File: src/hdl/mhp_pkg.sv
// Package for the message header parser: phase codes, status codes, shared types.
// No dependencies.
`default_nettype none
package mhp_pkg;
	localparam logic [7:0] VERSION_MASK = 8'hF0;

	localparam logic [3:0] PH_FLAGS    = 4'd0;
	localparam logic [3:0] PH_SESSION  = 4'd1;
	localparam logic [3:0] PH_SECURITY = 4'd2;
	localparam logic [3:0] PH_COUNTER  = 4'd3;
	localparam logic [3:0] PH_SOURCE   = 4'd4;
	localparam logic [3:0] PH_DNODE    = 4'd5;
	localparam logic [3:0] PH_GROUP    = 4'd6;
	localparam logic [3:0] PH_EXTLEN   = 4'd7;
	localparam logic [3:0] PH_SKIP     = 4'd8;

	localparam logic [2:0] ST_OK        = 3'd0;
	localparam logic [2:0] ST_VERSION   = 3'd1;
	localparam logic [2:0] ST_TRUNC     = 3'd2;
	localparam logic [2:0] ST_RESERVED  = 3'd3;
	localparam logic [2:0] ST_BOTH_DEST = 3'd4;
	localparam logic [2:0] ST_GROUP     = 3'd5;
	localparam logic [2:0] ST_EXT_LONG  = 3'd6;

	localparam int QDEPTH = 2;
	localparam int QAW    = 1;

	typedef struct packed {
		logic [7:0] data_byte;
		logic       last_byte;
	} byte_req_t;

	typedef struct packed {
		logic [2:0]  status;
		logic [16:0] header_length;
		logic [7:0]  message_flags;
		logic [15:0] session_id;
		logic [7:0]  security_flags;
		logic [31:0] message_counter;
		logic [63:0] src_node_id;
		logic [63:0] destination_node_id;
		logic [15:0] destination_group_id;
	} result_t;
endpackage
`default_nettype wire

File: src/hdl/mhp_front.sv
// Front: accepts byte requests into a short queue toward the parser.
// Depends on mhp_pkg.
`default_nettype none
module mhp_front (
	input  wire logic               clk,
	input  wire logic               arst_n,
	input  wire logic               in_valid,
	output logic                    in_stall,
	input  wire mhp_pkg::byte_req_t in_req,
	output logic                    q_valid,
	input  wire logic               q_take,
	output mhp_pkg::byte_req_t      q_req
);
	mhp_pkg::byte_req_t mem_q [mhp_pkg::QDEPTH];
	logic [mhp_pkg::QAW-1:0] wr_q, rd_q;
	logic [mhp_pkg::QAW:0]   cnt_q;
	logic push, pop;

	assign in_stall = (cnt_q == (mhp_pkg::QAW+1)'(mhp_pkg::QDEPTH));
	assign push     = in_valid && !in_stall;
	assign q_valid  = (cnt_q != '0);
	assign pop      = q_valid && q_take;
	assign q_req    = mem_q[rd_q];

	always_ff @(posedge clk) begin
		if (push) mem_q[wr_q] <= in_req;
	end

	always_ff @(posedge clk or negedge arst_n) begin
		if (!arst_n) begin
			wr_q  <= '0;
			rd_q  <= '0;
			cnt_q <= '0;
		end else begin
			if (push) wr_q <= wr_q + 1'b1;
			if (pop) rd_q <= rd_q + 1'b1;
			cnt_q <= cnt_q + (mhp_pkg::QAW+1)'(push) - (mhp_pkg::QAW+1)'(pop);
		end
	end

`ifndef SYNTHESIS
	a_no_overflow: assert property (@(posedge clk) disable iff (!arst_n)
		cnt_q <= (mhp_pkg::QAW+1)'(mhp_pkg::QDEPTH))
		else $error("queue count overflow");
	a_pop_only_valid: assert property (@(posedge clk) disable iff (!arst_n)
		(cnt_q == '0) |-> !pop)
		else $error("pop from empty queue");
	a_cnt_step: assert property (@(posedge clk) disable iff (!arst_n)
		(push && !pop) |=> cnt_q == $past(cnt_q) + 1'b1)
		else $error("queue count did not advance");
`endif
endmodule
`default_nettype wire

File: src/hdl/mhp_back.sv
// Back: field parser state machine with a registered result stage.
// Depends on mhp_pkg.
`default_nettype none
module mhp_back (
	input  wire logic               clk,
	input  wire logic               arst_n,
	input  wire logic [3:0]         expected_version,
	input  wire logic               q_valid,
	output logic                    q_take,
	input  wire mhp_pkg::byte_req_t q_req,
	output logic                    res_valid,
	input  wire logic               res_stall,
	output mhp_pkg::result_t        res
);
	logic [3:0]  phase_q, phase_d;
	logic [3:0]  idx_q, idx_d;
	logic [16:0] cons_q, cons_d;
	logic [7:0]  flags_q, flags_d, sec_q, sec_d;
	logic [15:0] sess_q, sess_d, grp_q, grp_d, skip_q, skip_d;
	logic [31:0] cnt_q, cnt_d;
	logic [63:0] src_q, src_d, dn_q, dn_d;
	logic        given_q, given_d;
	logic        emit;
	logic [2:0]  st;
	logic [3:0]  idx_n;
	logic [5:0]  sh;
	logic [7:0]  b;
	logic        last;
	mhp_pkg::result_t r_d;

	// room in the result register if empty or being taken this cycle
	assign q_take = !res_valid || !res_stall;
	assign b    = q_req.data_byte;
	assign last = q_req.last_byte;
	assign idx_n = idx_q + 4'd1;
	assign sh = {idx_q[2:0], 3'b000};

	always_comb begin
		logic [1:0] stype, dsiz;
		logic route, tail;
		phase_d = phase_q; idx_d = idx_q; cons_d = cons_q;
		flags_d = flags_q; sec_d = sec_q; sess_d = sess_q; grp_d = grp_q;
		skip_d = skip_q; cnt_d = cnt_q; src_d = src_q; dn_d = dn_q;
		given_d = given_q;
		emit = 1'b0; st = mhp_pkg::ST_OK;
		route = 1'b0; tail = 1'b0;
		stype = sec_q[1:0]; dsiz = flags_q[1:0];
		if (given_q || phase_q > mhp_pkg::PH_SKIP) begin
			emit = 1'b0;
		end else begin
			emit = 1'b1;
			st = mhp_pkg::ST_OK;
			cons_d = cons_q + 17'd1;
			case (phase_q)
				mhp_pkg::PH_FLAGS: begin
					flags_d = b;
					if (((b & mhp_pkg::VERSION_MASK) >> 4) != {4'd0, expected_version})
						st = mhp_pkg::ST_VERSION;
					else begin
						phase_d = mhp_pkg::PH_SESSION; emit = 1'b0;
					end
				end
				mhp_pkg::PH_SESSION: begin
					sess_d = sess_q | (16'(b) << sh);
					emit = 1'b0;
					if (idx_n >= 4'd2) begin
						idx_d = '0; phase_d = mhp_pkg::PH_SECURITY;
					end else idx_d = idx_n;
				end
				mhp_pkg::PH_SECURITY: begin
					sec_d = b; phase_d = mhp_pkg::PH_COUNTER; emit = 1'b0;
				end
				mhp_pkg::PH_COUNTER: begin
					cnt_d = cnt_q | (32'(b) << sh);
					emit = 1'b0;
					if (idx_n >= 4'd4) begin
						idx_d = '0;
						if (flags_q[2]) phase_d = mhp_pkg::PH_SOURCE;
						else route = 1'b1;
					end else idx_d = idx_n;
				end
				mhp_pkg::PH_SOURCE: begin
					src_d = src_q | (64'(b) << sh);
					emit = 1'b0;
					if (idx_n >= 4'd8) begin
						idx_d = '0; route = 1'b1;
					end else idx_d = idx_n;
				end
				mhp_pkg::PH_DNODE: begin
					dn_d = dn_q | (64'(b) << sh);
					emit = 1'b0;
					if (idx_n >= 4'd8) begin
						idx_d = '0; tail = 1'b1;
					end else idx_d = idx_n;
				end
				mhp_pkg::PH_GROUP: begin
					grp_d = grp_q | (16'(b) << sh);
					emit = 1'b0;
					if (idx_n >= 4'd2) begin
						idx_d = '0; tail = 1'b1;
					end else idx_d = idx_n;
				end
				mhp_pkg::PH_EXTLEN: begin
					skip_d = skip_q | (16'(b) << sh);
					emit = 1'b0;
					if (idx_n >= 4'd2) begin
						idx_d = '0;
						if (skip_d == '0) emit = 1'b1;
						else phase_d = mhp_pkg::PH_SKIP;
					end else idx_d = idx_n;
				end
				default: begin
					if (skip_q != '0) skip_d = skip_q - 16'd1;
					emit = (skip_d == '0);
				end
			endcase
			if (route) begin
				if (stype >= 2'd2) begin
					emit = 1'b1; st = mhp_pkg::ST_RESERVED;
				end else if (dsiz == 2'd3) begin
					emit = 1'b1; st = mhp_pkg::ST_BOTH_DEST;
				end else if (dsiz == 2'd1) phase_d = mhp_pkg::PH_DNODE;
				else if (dsiz == 2'd2) begin
					if (stype != 2'd1) begin
						emit = 1'b1; st = mhp_pkg::ST_GROUP;
					end else phase_d = mhp_pkg::PH_GROUP;
				end else tail = 1'b1;
			end
			if (tail) begin
				if (sec_q[5]) phase_d = mhp_pkg::PH_EXTLEN;
				else begin
					emit = 1'b1; st = mhp_pkg::ST_OK;
				end
			end
			if (!emit && last) begin
				emit = 1'b1;
				st = (phase_d == mhp_pkg::PH_SKIP) ? mhp_pkg::ST_EXT_LONG
					: mhp_pkg::ST_TRUNC;
			end
			if (emit && !last) given_d = 1'b1;
		end
		r_d = '0;
		r_d.status = st;
		if (st == mhp_pkg::ST_OK) begin
			r_d.header_length        = cons_d;
			r_d.message_flags        = flags_d;
			r_d.session_id           = sess_d;
			r_d.security_flags       = sec_d;
			r_d.message_counter      = cnt_d;
			r_d.src_node_id          = src_d;
			r_d.destination_node_id  = dn_d;
			r_d.destination_group_id = grp_d;
		end
		if (last) begin
			phase_d = mhp_pkg::PH_FLAGS; idx_d = '0; cons_d = '0;
			flags_d = '0; sec_d = '0; sess_d = '0; grp_d = '0; skip_d = '0;
			cnt_d = '0; src_d = '0; dn_d = '0; given_d = 1'b0;
		end
	end

	always_ff @(posedge clk or negedge arst_n) begin
		if (!arst_n) begin
			phase_q <= mhp_pkg::PH_FLAGS; idx_q <= '0; cons_q <= '0;
			flags_q <= '0; sec_q <= '0; sess_q <= '0; grp_q <= '0; skip_q <= '0;
			cnt_q <= '0; src_q <= '0; dn_q <= '0; given_q <= 1'b0;
			res_valid <= 1'b0;
		end else begin
			if (q_valid && q_take) begin
				phase_q <= phase_d; idx_q <= idx_d; cons_q <= cons_d;
				flags_q <= flags_d; sec_q <= sec_d; sess_q <= sess_d; grp_q <= grp_d;
				skip_q <= skip_d; cnt_q <= cnt_d; src_q <= src_d; dn_q <= dn_d;
				given_q <= given_d;
			end
			if (q_take) res_valid <= q_valid && emit;
		end
	end

	always_ff @(posedge clk) begin
		if (q_take && q_valid && emit) res <= r_d;
	end

`ifndef SYNTHESIS
	a_hold_stalled: assert property (@(posedge clk) disable iff (!arst_n)
		(res_valid && res_stall) |=> res_valid && $stable(res))
		else $error("stalled result changed");
	a_fail_zero: assert property (@(posedge clk) disable iff (!arst_n)
		(res_valid && res.status != mhp_pkg::ST_OK) |-> res.header_length == '0)
		else $error("failed result carries length");
	a_idx_range: assert property (@(posedge clk) disable iff (!arst_n)
		idx_q < 4'd8)
		else $error("byte index out of range");
`endif
endmodule
`default_nettype wire

File: src/hdl/message_header_parser_top.sv
// Top level of the message header parser: request queue plus field parser.
// The byte that completes or fails the header passes through the queue and then the result
// register before out_valid rises; bytes still queued ahead of it behind an output stall hold it back.
// Throughput: one byte per cycle while out_stall does not hold the result register.
// The 2-entry queue and result register decouple input and output stalls.
// Reset (arst_n low, asynchronous): queue empty, parser at message flags, version 0.
`default_nettype none
module message_header_parser_top (
	input  wire logic        clk,
	input  wire logic        arst_n,
	input  wire logic        cfg_we,
	input  wire logic [3:0]  cfg_wdata,
	input  wire logic        in_valid,
	output logic             in_stall,
	input  wire logic [7:0]  data_byte,
	input  wire logic        last_byte,
	output logic             out_valid,
	input  wire logic        out_stall,
	output logic [2:0]       status,
	output logic [16:0]      header_length,
	output logic [7:0]       message_flags,
	output logic [15:0]      session_id,
	output logic [7:0]       security_flags,
	output logic [31:0]      message_counter,
	output logic [63:0]      src_node_id,
	output logic [63:0]      destination_node_id,
	output logic [15:0]      destination_group_id
);
	logic [3:0] version_q;
	mhp_pkg::byte_req_t in_req, q_req;
	mhp_pkg::result_t   res;
	logic q_valid, q_take;

	always_ff @(posedge clk or negedge arst_n) begin
		if (!arst_n) version_q <= '0;
		else if (cfg_we) version_q <= cfg_wdata;
	end

	assign in_req.data_byte = data_byte;
	assign in_req.last_byte = last_byte;

	mhp_front u_front (
		.clk(clk), .arst_n(arst_n), .in_valid(in_valid), .in_stall(in_stall),
		.in_req(in_req), .q_valid(q_valid), .q_take(q_take), .q_req(q_req)
	);

	mhp_back u_back (
		.clk(clk), .arst_n(arst_n), .expected_version(version_q),
		.q_valid(q_valid), .q_take(q_take), .q_req(q_req),
		.res_valid(out_valid), .res_stall(out_stall), .res(res)
	);

	assign status               = res.status;
	assign header_length        = res.header_length;
	assign message_flags        = res.message_flags;
	assign session_id           = res.session_id;
	assign security_flags       = res.security_flags;
	assign message_counter      = res.message_counter;
	assign src_node_id          = res.src_node_id;
	assign destination_node_id  = res.destination_node_id;
	assign destination_group_id = res.destination_group_id;
endmodule
`default_nettype wire

File: config.mk
export PLATFORM = sky130hd
export DESIGN_NAME = message_header_parser_top
export DESIGN_NICKNAME = d
export VERILOG_FILES = /design/src/hdl/mhp_pkg.sv /design/src/hdl/mhp_front.sv /design/src/hdl/mhp_back.sv /design/src/hdl/message_header_parser_top.sv
export SDC_FILE = /design/constraint.sdc
export NUM_CORES = 1
export LEC_CHECK = 0
export ABC_AREA = 0
export BUFFER_PORTS_ARGS = -buffer_cell sky130_fd_sc_hd__buf_2
export CAP_MARGIN = 20
export CORE_ASPECT_RATIO = 1.5
export CORE_UTILIZATION = 35
export CTS_CLUSTER_SIZE = 25
export DETAILED_ROUTE_END_ITERATION = 10
export PLACE_DENSITY = 0.58
export SYNTH_ARGS = -nofsm -noshare
export SYNTH_HDL_FRONTEND = slang
export SYNTH_SLANG_ARGS = --single-unit
File: constraint.sdc
create_clock -name clk -period 7.7 [get_ports clk]
set_clock_uncertainty 0.05 [all_clocks]
set_input_delay 0.77 -clock clk [delete_from_list [all_inputs] [get_ports clk]]
set_output_delay 0.77 -clock clk [all_outputs]
set_load 0.02 [all_outputs]
# Word-level counts from Yosys, hierarchy flattened
# Memory sizes are Yosys's and may differ from the RTL's.
# Index checks and enable logic that the tools add are counted.
[totals] out_inout_bits=230 n_memories=1 register_bits=487 ramBits=18
[op_classes] n_shift=3 eq_ne=16 bitwise=6 magnitude_cmp=5 reduce_logical=30 n_mux=100 n_addsub=7
[memory_table] memory="u_front.mem_q" words=2 word_bits=9 read_ports=1 rd_clocked_by_memory_dff=0 wr=1 line_no="mhp_front.sv:14" text="mhp_pkg::byte_req_t mem_q [mhp_pkg::QDEPTH];"
[op_table] operator="64-bit two-way mux" n=6
[op_table] operator="16-bit two-way mux" n=11
[op_table] operator="64-bit bitwise OR" n=2
[op_table] operator="32-bit two-way mux" n=3
[op_table] operator="4-bit two-way mux" n=22
[op_table] operator="8-bit by 6-bit << shifter with 64-bit output" n=1
[op_table] operator="8-bit two-way mux" n=6
[op_table] operator="16-bit bitwise OR" n=3
[op_table] operator="3-bit two-way mux" n=12
[op_table] operator="17-bit two-way mux" n=2
[op_table] operator="16-bit logical NOT" n=2
[op_table] operator="1-bit two-way mux" n=32
[op_table] operator="32-bit bitwise OR" n=1
[op_table] operator="16-bit case mux with 2 select lines" n=1
[op_table] operator="8-bit by 6-bit << shifter with 32-bit output" n=1
[op_table] operator="4-bit case mux with 5 select lines" n=1
[op_table] operator="17-bit by 1-bit adder with 17-bit output (second input constant)" n=1
[op_table] operator="4-bit by 3-bit == test with 1-bit output (second input constant)" n=4
[op_table] operator="16-bit nonzero test" n=1
[op_table] operator="8-bit by 6-bit << shifter with 16-bit output" n=1
[op_table] operator="16-bit by 1-bit subtractor with 16-bit output (second input constant)" n=1
[op_table] operator="4-bit case mux with 3 select lines" n=1
[op_table] operator="3-bit AND reduction" n=3
[op_table] operator="4-bit by 2-bit == test with 1-bit output (second input constant)" n=2
[op_table] operator="31 further kinds" n=47

# Logic depth before layout (Yosys ltp)
# Gate-level depths: netlist of the first run.
# An unclocked memory read counts as a cell.
[logic_depth] depth_word=24 mapped_depth=13 depth_no_buf=10

# By module
# Synthesis of the first run repeated with hierarchy kept, for this count alone.
[hier_totals] cells_unflattened=1922 area_unflattened_um2=21481.9
[by_module_without_submodules] module="mhp_back" area_each_um2=20484.6 cells_per_inst=1868 n_inst=1
[by_module_without_submodules] module="mhp_front" area_each_um2=852.1 cells_per_inst=46 n_inst=1
[by_module_without_submodules] module="message_header_parser_top" area_each_um2=145.1 cells_per_inst=8 n_inst=1

# Least setup slack after synthesis of the first run
# OpenSTA, ideal clock, no wires.
[synth_timing] path_kind="register -> register" startpoint="register u_back.skip_q[0]" endpoint="register u_back.res[0] (netlist name)" t_arrival_ns=7.293 synth_period_minus_slack_ns=7.953 stages_incl_launch_ff=10 path_buffers=0 path_slack_ns=-0.253 cell_sequence="dfrtp_1 inv_1 ha_1 nor4b_4 nand2_2 nor4_1 o221ai_1 or4_4 nand2_1 o21a_1"
[synth_between] elab_chain_len=21 word_cells_on_any_way=26 cone_classes="add/sub: 1; mux: 18; bitwise: 1; reduce/logical: 6"
[synth_rtl] element="start, declared" line_no="mhp_back.sv:19" text="logic [15:0] sess_q, sess_d, grp_q, grp_d, skip_q, skip_d;"
[synth_rtl] element="start signal, assigned" line_no="mhp_back.sv:171" text="skip_q <= skip_d; cnt_q <= cnt_d; src_q <= src_d; dn_q <= dn_d;"
[synth_rtl] element="16-bit by 1-bit subtractor with 16-bit output or 16-bit nonzero test (tied branches)" line_no="mhp_back.sv:113" text="if (skip_q != '0) skip_d = skip_q - 16'd1;"
[synth_rtl] element="16-bit two-way mux" line_no="mhp_back.sv:113"
[synth_rtl] element="16-bit two-way mux" line_no="mhp_back.sv:54" text="case (phase_q)"
[synth_rtl] element="16-bit two-way mux" line_no="mhp_back.sv:48" text="if (given_q || phase_q > mhp_pkg::PH_SKIP) begin"
[synth_rtl] element="16-bit logical NOT" line_no="mhp_back.sv:114" text="emit = (skip_d == '0);"
[synth_rtl] element="1-bit case mux with 3 select lines *" line_no="mhp_back.sv:54"
[synth_rtl] element="1-bit two-way mux" line_no="mhp_back.sv:124" text="if (stype != 2'd1) begin"
[synth_rtl] element="1-bit two-way mux" line_no="mhp_back.sv:123" text="else if (dsiz == 2'd2) begin"
[synth_rtl] element="(+4 left out)"
[synth_rtl] element="1-bit two-way mux" line_no="mhp_back.sv:130" text="if (sec_q[5]) phase_d = mhp_pkg::PH_EXTLEN;"
[synth_rtl] element="1-bit two-way mux *" line_no="mhp_back.sv:129" text="if (tail) begin"
[synth_rtl] element="1-bit two-way mux *" line_no="mhp_back.sv:48"
[synth_rtl] element="1-bit logical NOT" line_no="mhp_back.sv:135" text="if (!emit && last) begin"
[synth_rtl] element="1-bit logical AND" line_no="mhp_back.sv:135"
[synth_rtl] element="1-bit two-way mux *" line_no="mhp_back.sv:135"
[synth_rtl] element="1-bit two-way mux * (2 in series)" line_no="mhp_back.sv:48"
[synth_rtl] element="1-bit logical AND *" line_no="mhp_back.sv:179" text="if (q_take && q_valid && emit) res <= r_d;"
# Every way passes the cells marked *; elsewhere a longest branch is shown, timed or not. The select of a mux whose other input is x is not followed.
# A chain may end at the register's enable or synchronous reset.

# Final worst setup path of the first run
[layout_timing] startpoint="register u_front.rd_q" endpoint="register u_back.res[10] (netlist name)"
[layout_between] elab_chain_len=21 word_cells_on_any_way=51 cone_classes="eq/ne: 2; shift: 1; mux: 41; bitwise: 2; reduce/logical: 4; memory: 1"
[layout_rtl] element="start, declared" line_no="mhp_front.sv:15" text="logic [mhp_pkg::QAW-1:0] wr_q, rd_q;"
[layout_rtl] element="start signal, assigned" line_no="mhp_front.sv:36" text="if (pop) rd_q <= rd_q + 1'b1;"
[layout_rtl] element="memory read 2 x 9 bit *"
[layout_rtl] element="8-bit by 6-bit << shifter with 16-bit output" line_no="mhp_back.sv:97, mhp_back.sv:104"
[layout_rtl] element="16-bit bitwise OR" line_no="mhp_back.sv:104" text="skip_d = skip_q | (16'(b) << sh);"
[layout_rtl] element="16-bit logical NOT" line_no="mhp_back.sv:108" text="if (skip_d == '0) emit = 1'b1;"
[layout_rtl] element="4-bit two-way mux or 1-bit two-way mux (tied branches)" line_no="mhp_back.sv:108"
[layout_rtl] element="4-bit two-way mux or 1-bit two-way mux (tied branches)" line_no="mhp_back.sv:106" text="if (idx_n >= 4'd2) begin"
[layout_rtl] element="4-bit case mux with 5 select lines or 1-bit case mux with 3 select lines (tied branches)" line_no="mhp_back.sv:54"
[layout_rtl] element="4-bit two-way mux or 1-bit two-way mux (tied branches)" line_no="mhp_back.sv:124"
[layout_rtl] element="(+5 left out)"
[layout_rtl] element="4-bit two-way mux or 1-bit two-way mux (tied branches)" line_no="mhp_back.sv:130"
[layout_rtl] element="4-bit two-way mux or 1-bit two-way mux (tied branches)" line_no="mhp_back.sv:129"
[layout_rtl] element="4-bit two-way mux or 1-bit two-way mux (tied branches)" line_no="mhp_back.sv:48"
[layout_rtl] element="4-bit == test or 1-bit logical NOT (tied branches)" line_no="mhp_back.sv:137, mhp_back.sv:135"
[layout_rtl] element="3-bit two-way mux or 1-bit logical AND (tied branches)" line_no="mhp_back.sv:137, mhp_back.sv:135"
[layout_rtl] element="3-bit two-way mux" line_no="mhp_back.sv:135"
[layout_rtl] element="3-bit two-way mux" line_no="mhp_back.sv:48"
[layout_rtl] element="3-bit logical NOT" line_no="mhp_back.sv:144" text="if (st == mhp_pkg::ST_OK) begin"
# Marked as above.

==> summary by stage, run 1 <==
Logic synthesis
Ranked by instance count, the synthesized netlist is headed by nor2_1, a21oi_1, dfrtp_1. For this run, the leading register cell type out of synthesis is dfrtp_1. The largest total area in the synthesized netlist belongs to edfxtp_1. In the post-synthesis netlist, the cell with the most instances is nor2_1. The synthesized design contains 246 enable-type register cells. The warning count from the yosys run is 0. After technology mapping, the gate count stands at 2017. The average instance in the mapped netlist occupies 10.8 sq um.

Of the post-synthesis cell area, the dominant cell type holds 0.340. The synthesized net count is 2040. The count of cell types in the netlist is 80. Counting flops and latches in the post-synthesis netlist gives 505. The share of the Yosys chip area taken by registers is 0.638. The synthesized area is 21700 sq um. Of all flip-flops after synthesis, the portion carrying an async set or reset was 0.513. Ranked by total cell area, the synthesized netlist is headed by edfxtp_1, dfrtp_1, nor2_1.

Setup path
The worst register-to-register path has a depth of 9. The minimum setup slack among reg-to-reg paths is 1940 ps. The largest fanout of any net on the critical path is 97.

The worst register-to-register path begins at u_front.rd_q. The element type at the critical path end is a flip-flop. At the worst endpoint, the arrival time is 6140 ps. The kind of launch point of the worst setup path is a flip-flop. The critical path is of the reg2reg type. The critical path data required time is 8080 ps. In this run the critical register-to-register path is captured at u_back.res[10].

Floorplanning
The number of top-level pins is 248. The die outline area is 63200 sq um. The area inside the core boundary is 61200 sq um.

The number of rows in the core area is 111. The die extent in x is 206 um. The initial cell density of the core is 0.355. The die is 307 um tall.

CTS
The H-tree depth is 2. The number of gates resized after CTS was 0. The CTS tree is built.

For this design, the sink count on the clock tree is 505. The number of setup buffers added after CTS is 0. The number of buffers added by the clock tree synthesis step is 49. The maximum root-to-sink buffer count is 3. The cts-stage hold buffer count is 0. Clock tree synthesis selected as its root buffer the cell clkbuf_16. The post-CTS clock slew at the launch and capture registers of the worst setup and hold paths is 60 ps.

For the worst-skew pair, the clock arrives at the later sink with an insertion delay of 610 ps.

Drt
In the routed layout, each cell is associated on average with a via count of 5.49. After detailed routing, the number of remaining DRC violations is 0. The via count of the routed design is 16800. The first TritonRoute pass finished after 5 iterations. For this block, the initial DRC count from the detailed router was 1121. The final layout contains routed wiring with a total length of 67000 um. The remaining number of nets flagged by the antenna check after routing is 0. In the final routed layout, each cell accounts on average for 21.9 um.

STA
Setup violations remaining at the end of the flow were counted as 0. The final max-slew violation count is 0. The final period utilization is 0.749.

Based on the critical path, the design can be clocked at up to 173 MHz. Measured against its own limit, the worst slew margin works out to 0.192. Setup repair after global routing left no endpoint under its margin. The final number of hold-violating endpoints is 0.

The accumulated negative setup slack is 0 ps. The slew of the pin with the lowest slew margin is 1190 ps. The post-layout minimum cycle time is 5760 ps. Across all setup checks in the final design, the least slack found is 1940 ps.

Power and ir drop
The cell leakage power is 10.6 nW. The worst IR drop on VDD is 0.382 mV. The design draws 9.89 mW.

The portion of total power attributed to the clock network is 0.250. Of the total power, the share spent switching nets is 0.417. The internal power summed over all cells is 5.76 mW.

The share of total power dissipated in combinational logic is 0.351. The register share of total power is 0.398. The power per cell area is 390 nW/um^2. The net switching power of the design is 4.13 mW.

Finish
The footprint of the multi-input gates is 7190 sq um. From synthesis to final layout, the design area changed by 16.7%. In the final design database the tool counted 2244 nets. The finished cells cover 25400 sq um.

The proportion of layout cells with a drive suffix above 1 is 0.178. Summing all flip-flop and latch instances after layout gives 13900 sq um. Once layout is complete, the utilization of the core stands at 0.414. The final-layout fill cell count is 5875.

Global routing
The first global-routing pass estimated 102000 um of wire. The remaining global-route overflow is 0. The initial antenna violation count is 4. The global-route usage over all layers is 0.213. For met1 alone, demand over resource in global routing was 0.273.

The maximum number of pins on one net before global-route repair is 142. The met2 usage is 0.345. The via count of the first global-routing pass is 16600. In this run the most used layer during global routing was met2. The met3 track demand over resource in global routing is 0.0339.

Placement
The final weighted congestion of routability-driven global placement is 0.989. After detailed placement, the total cell area comes to 23700 sq um. The wire-length estimate of the detail-placed layout is 44600 um.

The number of I/O port buffers is 247. The pre-CTS setup slack is 2120 ps.

Min path
The classification of the worst-slack hold path is in2async.

Flow run
Across the run, the number of max-cap violations was 0.

Outcome
The flow ran to the end, and the final reports show no timing, DRC or antenna violations.
[metrics by stage]
stage	hold WS (ps)	cells
after floorplan	400	2017
after global placement	413	2960
after detailed placement	421	2960
after CTS	250	3052
after global routing	237	3054
final	145	3056
[placed cells by master, fill, tap and decap left out, drive strengths merged, types with 4 or more instances in the layout]
cell type  instances
buf              286
clkinv            16
and3              12
a31oi             53
a32o               6
mux2              13
edfxtp           246
dfrtp            259
xor2               7
o22ai              7
a41oi             49
nor4              11
bufinv             6
nor3              34
nand3             45
mux2i             16
or4                5
a22o              28
clkbuf            67
xnor2             10
ha                 5
a21oi            261
o31ai             14
nor2             404
nand4              8
nand2b             6
a211oi            20
o21ai            111
or2                4
nand2            147
inv               40
nor2b              5
and2              10
[metal layers]
layer	wire length [um]	up-vias	share of wire
li1	-	7698	-
met1	27500	8281	0.41
met2	32400	641	0.48
met3	3870	162	0.058
met4	3210	2	0.048
met5	8	-	0.00012
[sequential cells by signal, indices dropped and copies added (netlist names)]
register and flops:
u_back.cnt_q 32, u_back.cons_q 17, u_back.dn_q 64, u_back.flags_q 8, u_back.given_q 1, u_back.grp_q 16
u_back.idx_q 4, u_back.phase_q 4, u_back.res 228, u_back.res_valid 1, u_back.sec_q 8, u_back.sess_q 16
u_back.skip_q 16, u_back.src_q 64, u_front.cnt_q 2, u_front.mem_q 18, u_front.rd_q 1, u_front.wr_q 1
version_q 4
[critical path, stage by stage, from the launching register on]
cell,delay [ps]
dfrtp_1,1010
mux2i_2,1060
xnor2_1,220
o41ai_2,470
o21ai_1,140
o2bb2ai_1,220
a31oi_4,920
buf_4,950
a41oi_1,230
nor2_1,190
[cell families after synthesis]
kind of cell,after synthesis,synth area share
AND/OR/NAND/NOR,705,0.139
adder cells (fa/ha/maj),5,0.00288
multiplexers,29,0.0154
XOR/XNOR,17,0.00685
AO/OA/AOI/OAI,585,0.164
flip-flops,505,0.638
buffers and inverters,171,0.0338
[final cells by class]
type                            instances  share of cell area
Antenna cell                            3            0.000296
Clock buffer                           67              0.0526
Clock inverter                         25              0.0119
Inverter                               38             0.00562
Multi-Input combinational cell       1341               0.283
Sequential cell                       505               0.546
Tap cell                              791              0.0390
Timing Repair Buffer                  286              0.0611
[power by group through the flow]
| stage | Sequential (mW) | Clock (mW) | Combinational [mW] |
|---|---|---|---|
| after floorplan | 4.57 | 0 | 1.58 |
| after global placement | 4.00 | 0 | 3.48 |
| after detailed placement | 4.00 | 0 | 3.50 |
| after CTS | 3.96 | 2.53 | 3.51 |
| after global routing | 4.00 | 2.63 | 3.72 |
| final | 3.94 | 2.48 | 3.47 |
[worst max path at each step]
stage,startpoint,end,slack [ps],cells after the start
detailed placement,u_front.rd_q,u_back.res[10],2120,9
CTS,u_front.rd_q,u_back.res[10],2110,9
floorplan,u_back.skip_q[0],u_back.res[0],2110,9
finish,u_front.rd_q,u_back.res[10],1940,9
global route,u_front.rd_q,u_back.res[19],1730,9
global placement,u_front.rd_q,u_back.res[25],2220,9
Note: power is estimated with default switching activity, not from simulation.
==> run 2: changes to the inputs <==
==> constraint.sdc (replaced) <==
create_clock -name clk -period 4.7 [get_ports clk]
set_clock_uncertainty 0.05 [all_clocks]
set_input_delay 0.47 -clock clk [delete_from_list [all_inputs] [get_ports clk]]
set_output_delay 0.47 -clock clk [all_outputs]
set_load 0.02 [all_outputs]
==> run 2 against run 1 <==
  * First-iteration DRC count is 38% higher
  * Final cell count up 0.79%
  * Worst setup slack lost 1300 ps
  * Count of clock-buffer cells in the layout shrank 9
  * Cell area increased by 1.2%
  * Wire length is 3.1% higher
  * Combinational power up 72%
==> summary by stage, run 2 (same netlist as run 1, synthesis figures left out) <==
Outcome
The run finished with clean final reports.

Min path
The destination of the worst hold path is u_front.mem_q[1][4]. In this run the most critical hold path is launched from data_byte[3]. Along the worst hold path, the cell count comes to 1. The worst hold path belongs to the class in2reg.

STA
Dividing the final minimum period by the clock period gives 0.863. The post-layout minimum cycle time is 4060 ps. Setup repair after global routing left no endpoint under its margin. The final-report setup violation count is 0.

After routing, the total negative slack on setup checks comes to 0 ps. Based on the critical path, the design can be clocked at up to 247 MHz. For the pin with the worst max-slew slack, the measured transition is 1110 ps. The final number of hold-violating endpoints is 0. The worst setup margin is 644 ps. The final max-slew violation count is 0. The worst pin sits at a relative slew slack of 0.251.

Global routing
The remaining global-route overflow is 0. The initial antenna violation count is 1. The global-route usage over all layers is 0.216.

Entering global routing, the biggest net connects 137 pins. The via count of the first global-routing pass is 16600. The first global-routing pass estimated 103000 um of wire.

Floorplanning
248 I/O pins were placed. The area inside the core boundary is 61200 sq um. The die is 307 um tall. The number of rows in the core area is 111.

The die covers 63200 sq um. The initial cell density of the core is 0.355. The floorplan step set the die width to 206 um.

Finish
The number of antenna diodes in the final layout is 0. The footprint of the multi-input gates is 7190 sq um. The area taken by flip-flops and latches is 13900 sq um. The library cell used most frequently in the layout, excluding fill and tap cells, is nor2_1. The number of flip-flops under the largest register name is 228. The final-stage net count is 2272. More flip-flops sit in one register than any other, and that register is u_back.res. The count of cells in the finished layout, fillers not included, comes to 3080.

In the final layout, the share of cells above drive strength 1 is 0.193. From synthesis to final layout, the design area changed by 18.2%. Leaving out fill and tap cells, the most frequent cells in the layout are nor2_1, a21oi_1, dfrtp_1.

The final-layout fill cell count is 5917. The largest registers in the layout are u_back.res (228), u_back.dn_q (64), u_back.src_q (64).

Drt
The remaining routing DRC violations is 0. The average via count per standard cell is 5.52. The detail route stage leaves a number of antenna-violating nets equal to 0.

The wire length reported by the detailed router is 69100 um. In the final routed layout, each cell accounts on average for 22.4 um. The detailed router finished its first iteration with 1546 violations. The first TritonRoute pass finished after 5 iterations. Detailed routing inserted a total of 17000 vias.

CTS
The maximum root-to-sink buffer count is 3. The number of buffers added by the clock tree synthesis step is 49. The CTS tree is built. Clock tree synthesis selected as its root buffer the cell clkbuf_16.

In this run the number of H-tree levels came out at 2. The clock sink total is 505. Buffers added to address setup during post-CTS repair amount to 0.

The post-CTS clock slew at the launch and capture registers of the worst setup and hold paths is 60 ps. At the later pin of the worst-skew pair, clock insertion delay measures 620 ps.

Setup path
The startpoint identified for the worst register-to-register timing path is u_back.skip_q[0]. The worst register-to-register path ends at u_back.res[153]. For the worst setup path, the data required time is 4920 ps. The setup path with the least slack is of type reg2reg.

STA puts the critical path data arrival time at 4270 ps. The depth of the worst register-to-register path is 10. Along the worst path, the maximum fanout reaches 40. The kind of launch point of the worst setup path is a flip-flop.

The worst stage delay on the critical path is 640 ps. The minimum setup slack among reg-to-reg paths is 640 ps. The critical path goes through inv_1 -> ha_1 -> nor4b_4 -> nand4_1 -> mux2i_1 -> o221ai_1 -> or4_4 -> nand2_1 -> o21a_4 -> buf_4. The slowest stage of the critical path is the o21a_4 cell. The worst setup path is captured at a flip-flop.

Power and ir drop
The worst IR drop on VDD is 0.351 mV. The total power is 16.4 mW. The cell leakage power is 10.8 nW.

The power per cell area is 638 nW/um^2.

Placement
The HPWL reported at the end of detailed placement is 47600 um. The number of placed instances, taps included, is 2986. The final weighted congestion of routability-driven global placement is 0.943. In this run the tool buffered the top-level ports with 247 buffer cells. The pre-CTS setup slack is 623 ps.

Flow run
The number of maximum-capacitance violations is 0.
[run 2: area by class of cell]
type | instances | area share
Tap cell | 791 | 0.0385
Timing Repair Buffer | 314 | 0.0722
Clock inverter | 33 | 0.0128
Inverter | 38 | 0.00555
Clock buffer | 58 | 0.0515
Sequential cell | 505 | 0.540
Multi-Input combinational cell | 1341 | 0.280
[run 2: per-stage QoR]
stage | util | hold slack [ps] | area [sq um]
floorplan | - | 124 | 21800
global placement | 0.392 | 412 | 24000
detailed placement | 0.392 | 421 | 24000
CTS | 0.419 | 0.372 | 25700
global route | 0.420 | 12.1 | 25700
finish | 0.420 | 24.9 | 25700
[run 2: how the worst max path moves through the flow]
stage	end	slack, ps	startpoint	depth (start not counted)
CTS	u_back.res[153]	610	u_back.skip_q[0]	10
detailed placement	u_back.res[153]	620	u_back.skip_q[0]	10
global route	u_back.res[153]	360	u_back.skip_q[0]	10
floorplan	u_back.res[0]	310	u_back.skip_q[0]	9
finish	u_back.res[153]	640	u_back.skip_q[0]	10
global placement	u_back.res[20]	660	u_back.skip_q[0]	10
[run 2: routing by layer]
layer / up-vias / wire [um] / global-route usage
li1: 7759 / - / -
met3: 119 / 3900 / 0.0305
met2: 653 / 34500 / 0.365
met5: - / 13 / 0
met4: 2 / 2410 / 0.0794
met1: 8472 / 28300 / 0.280
[run 2: critical path, delay by kind of cell (launching register included)]
kind	cells	cell delay, ps
simple gates	4	1220
compound gates	2	820
buf+inv	2	540
flops	1	430
mux	1	330
fa+ha+maj	1	320
[run 2: power breakdown]
group / total (mW) / switching (mW) / leakage [nW] / internal (mW)
combinational: 5.98 / 4.58 / 3.98 / 1.39
clock: 4.03 / 1.77 / 0.791 / 2.26
sequential: 6.39 / 0.465 / 6.03 / 5.93
[run 2: timing repair]
item / CTS / global route
resized for setup: 0 / 0
hold buffers: 2 / 1
hold endpoints to repair: 80 / 2
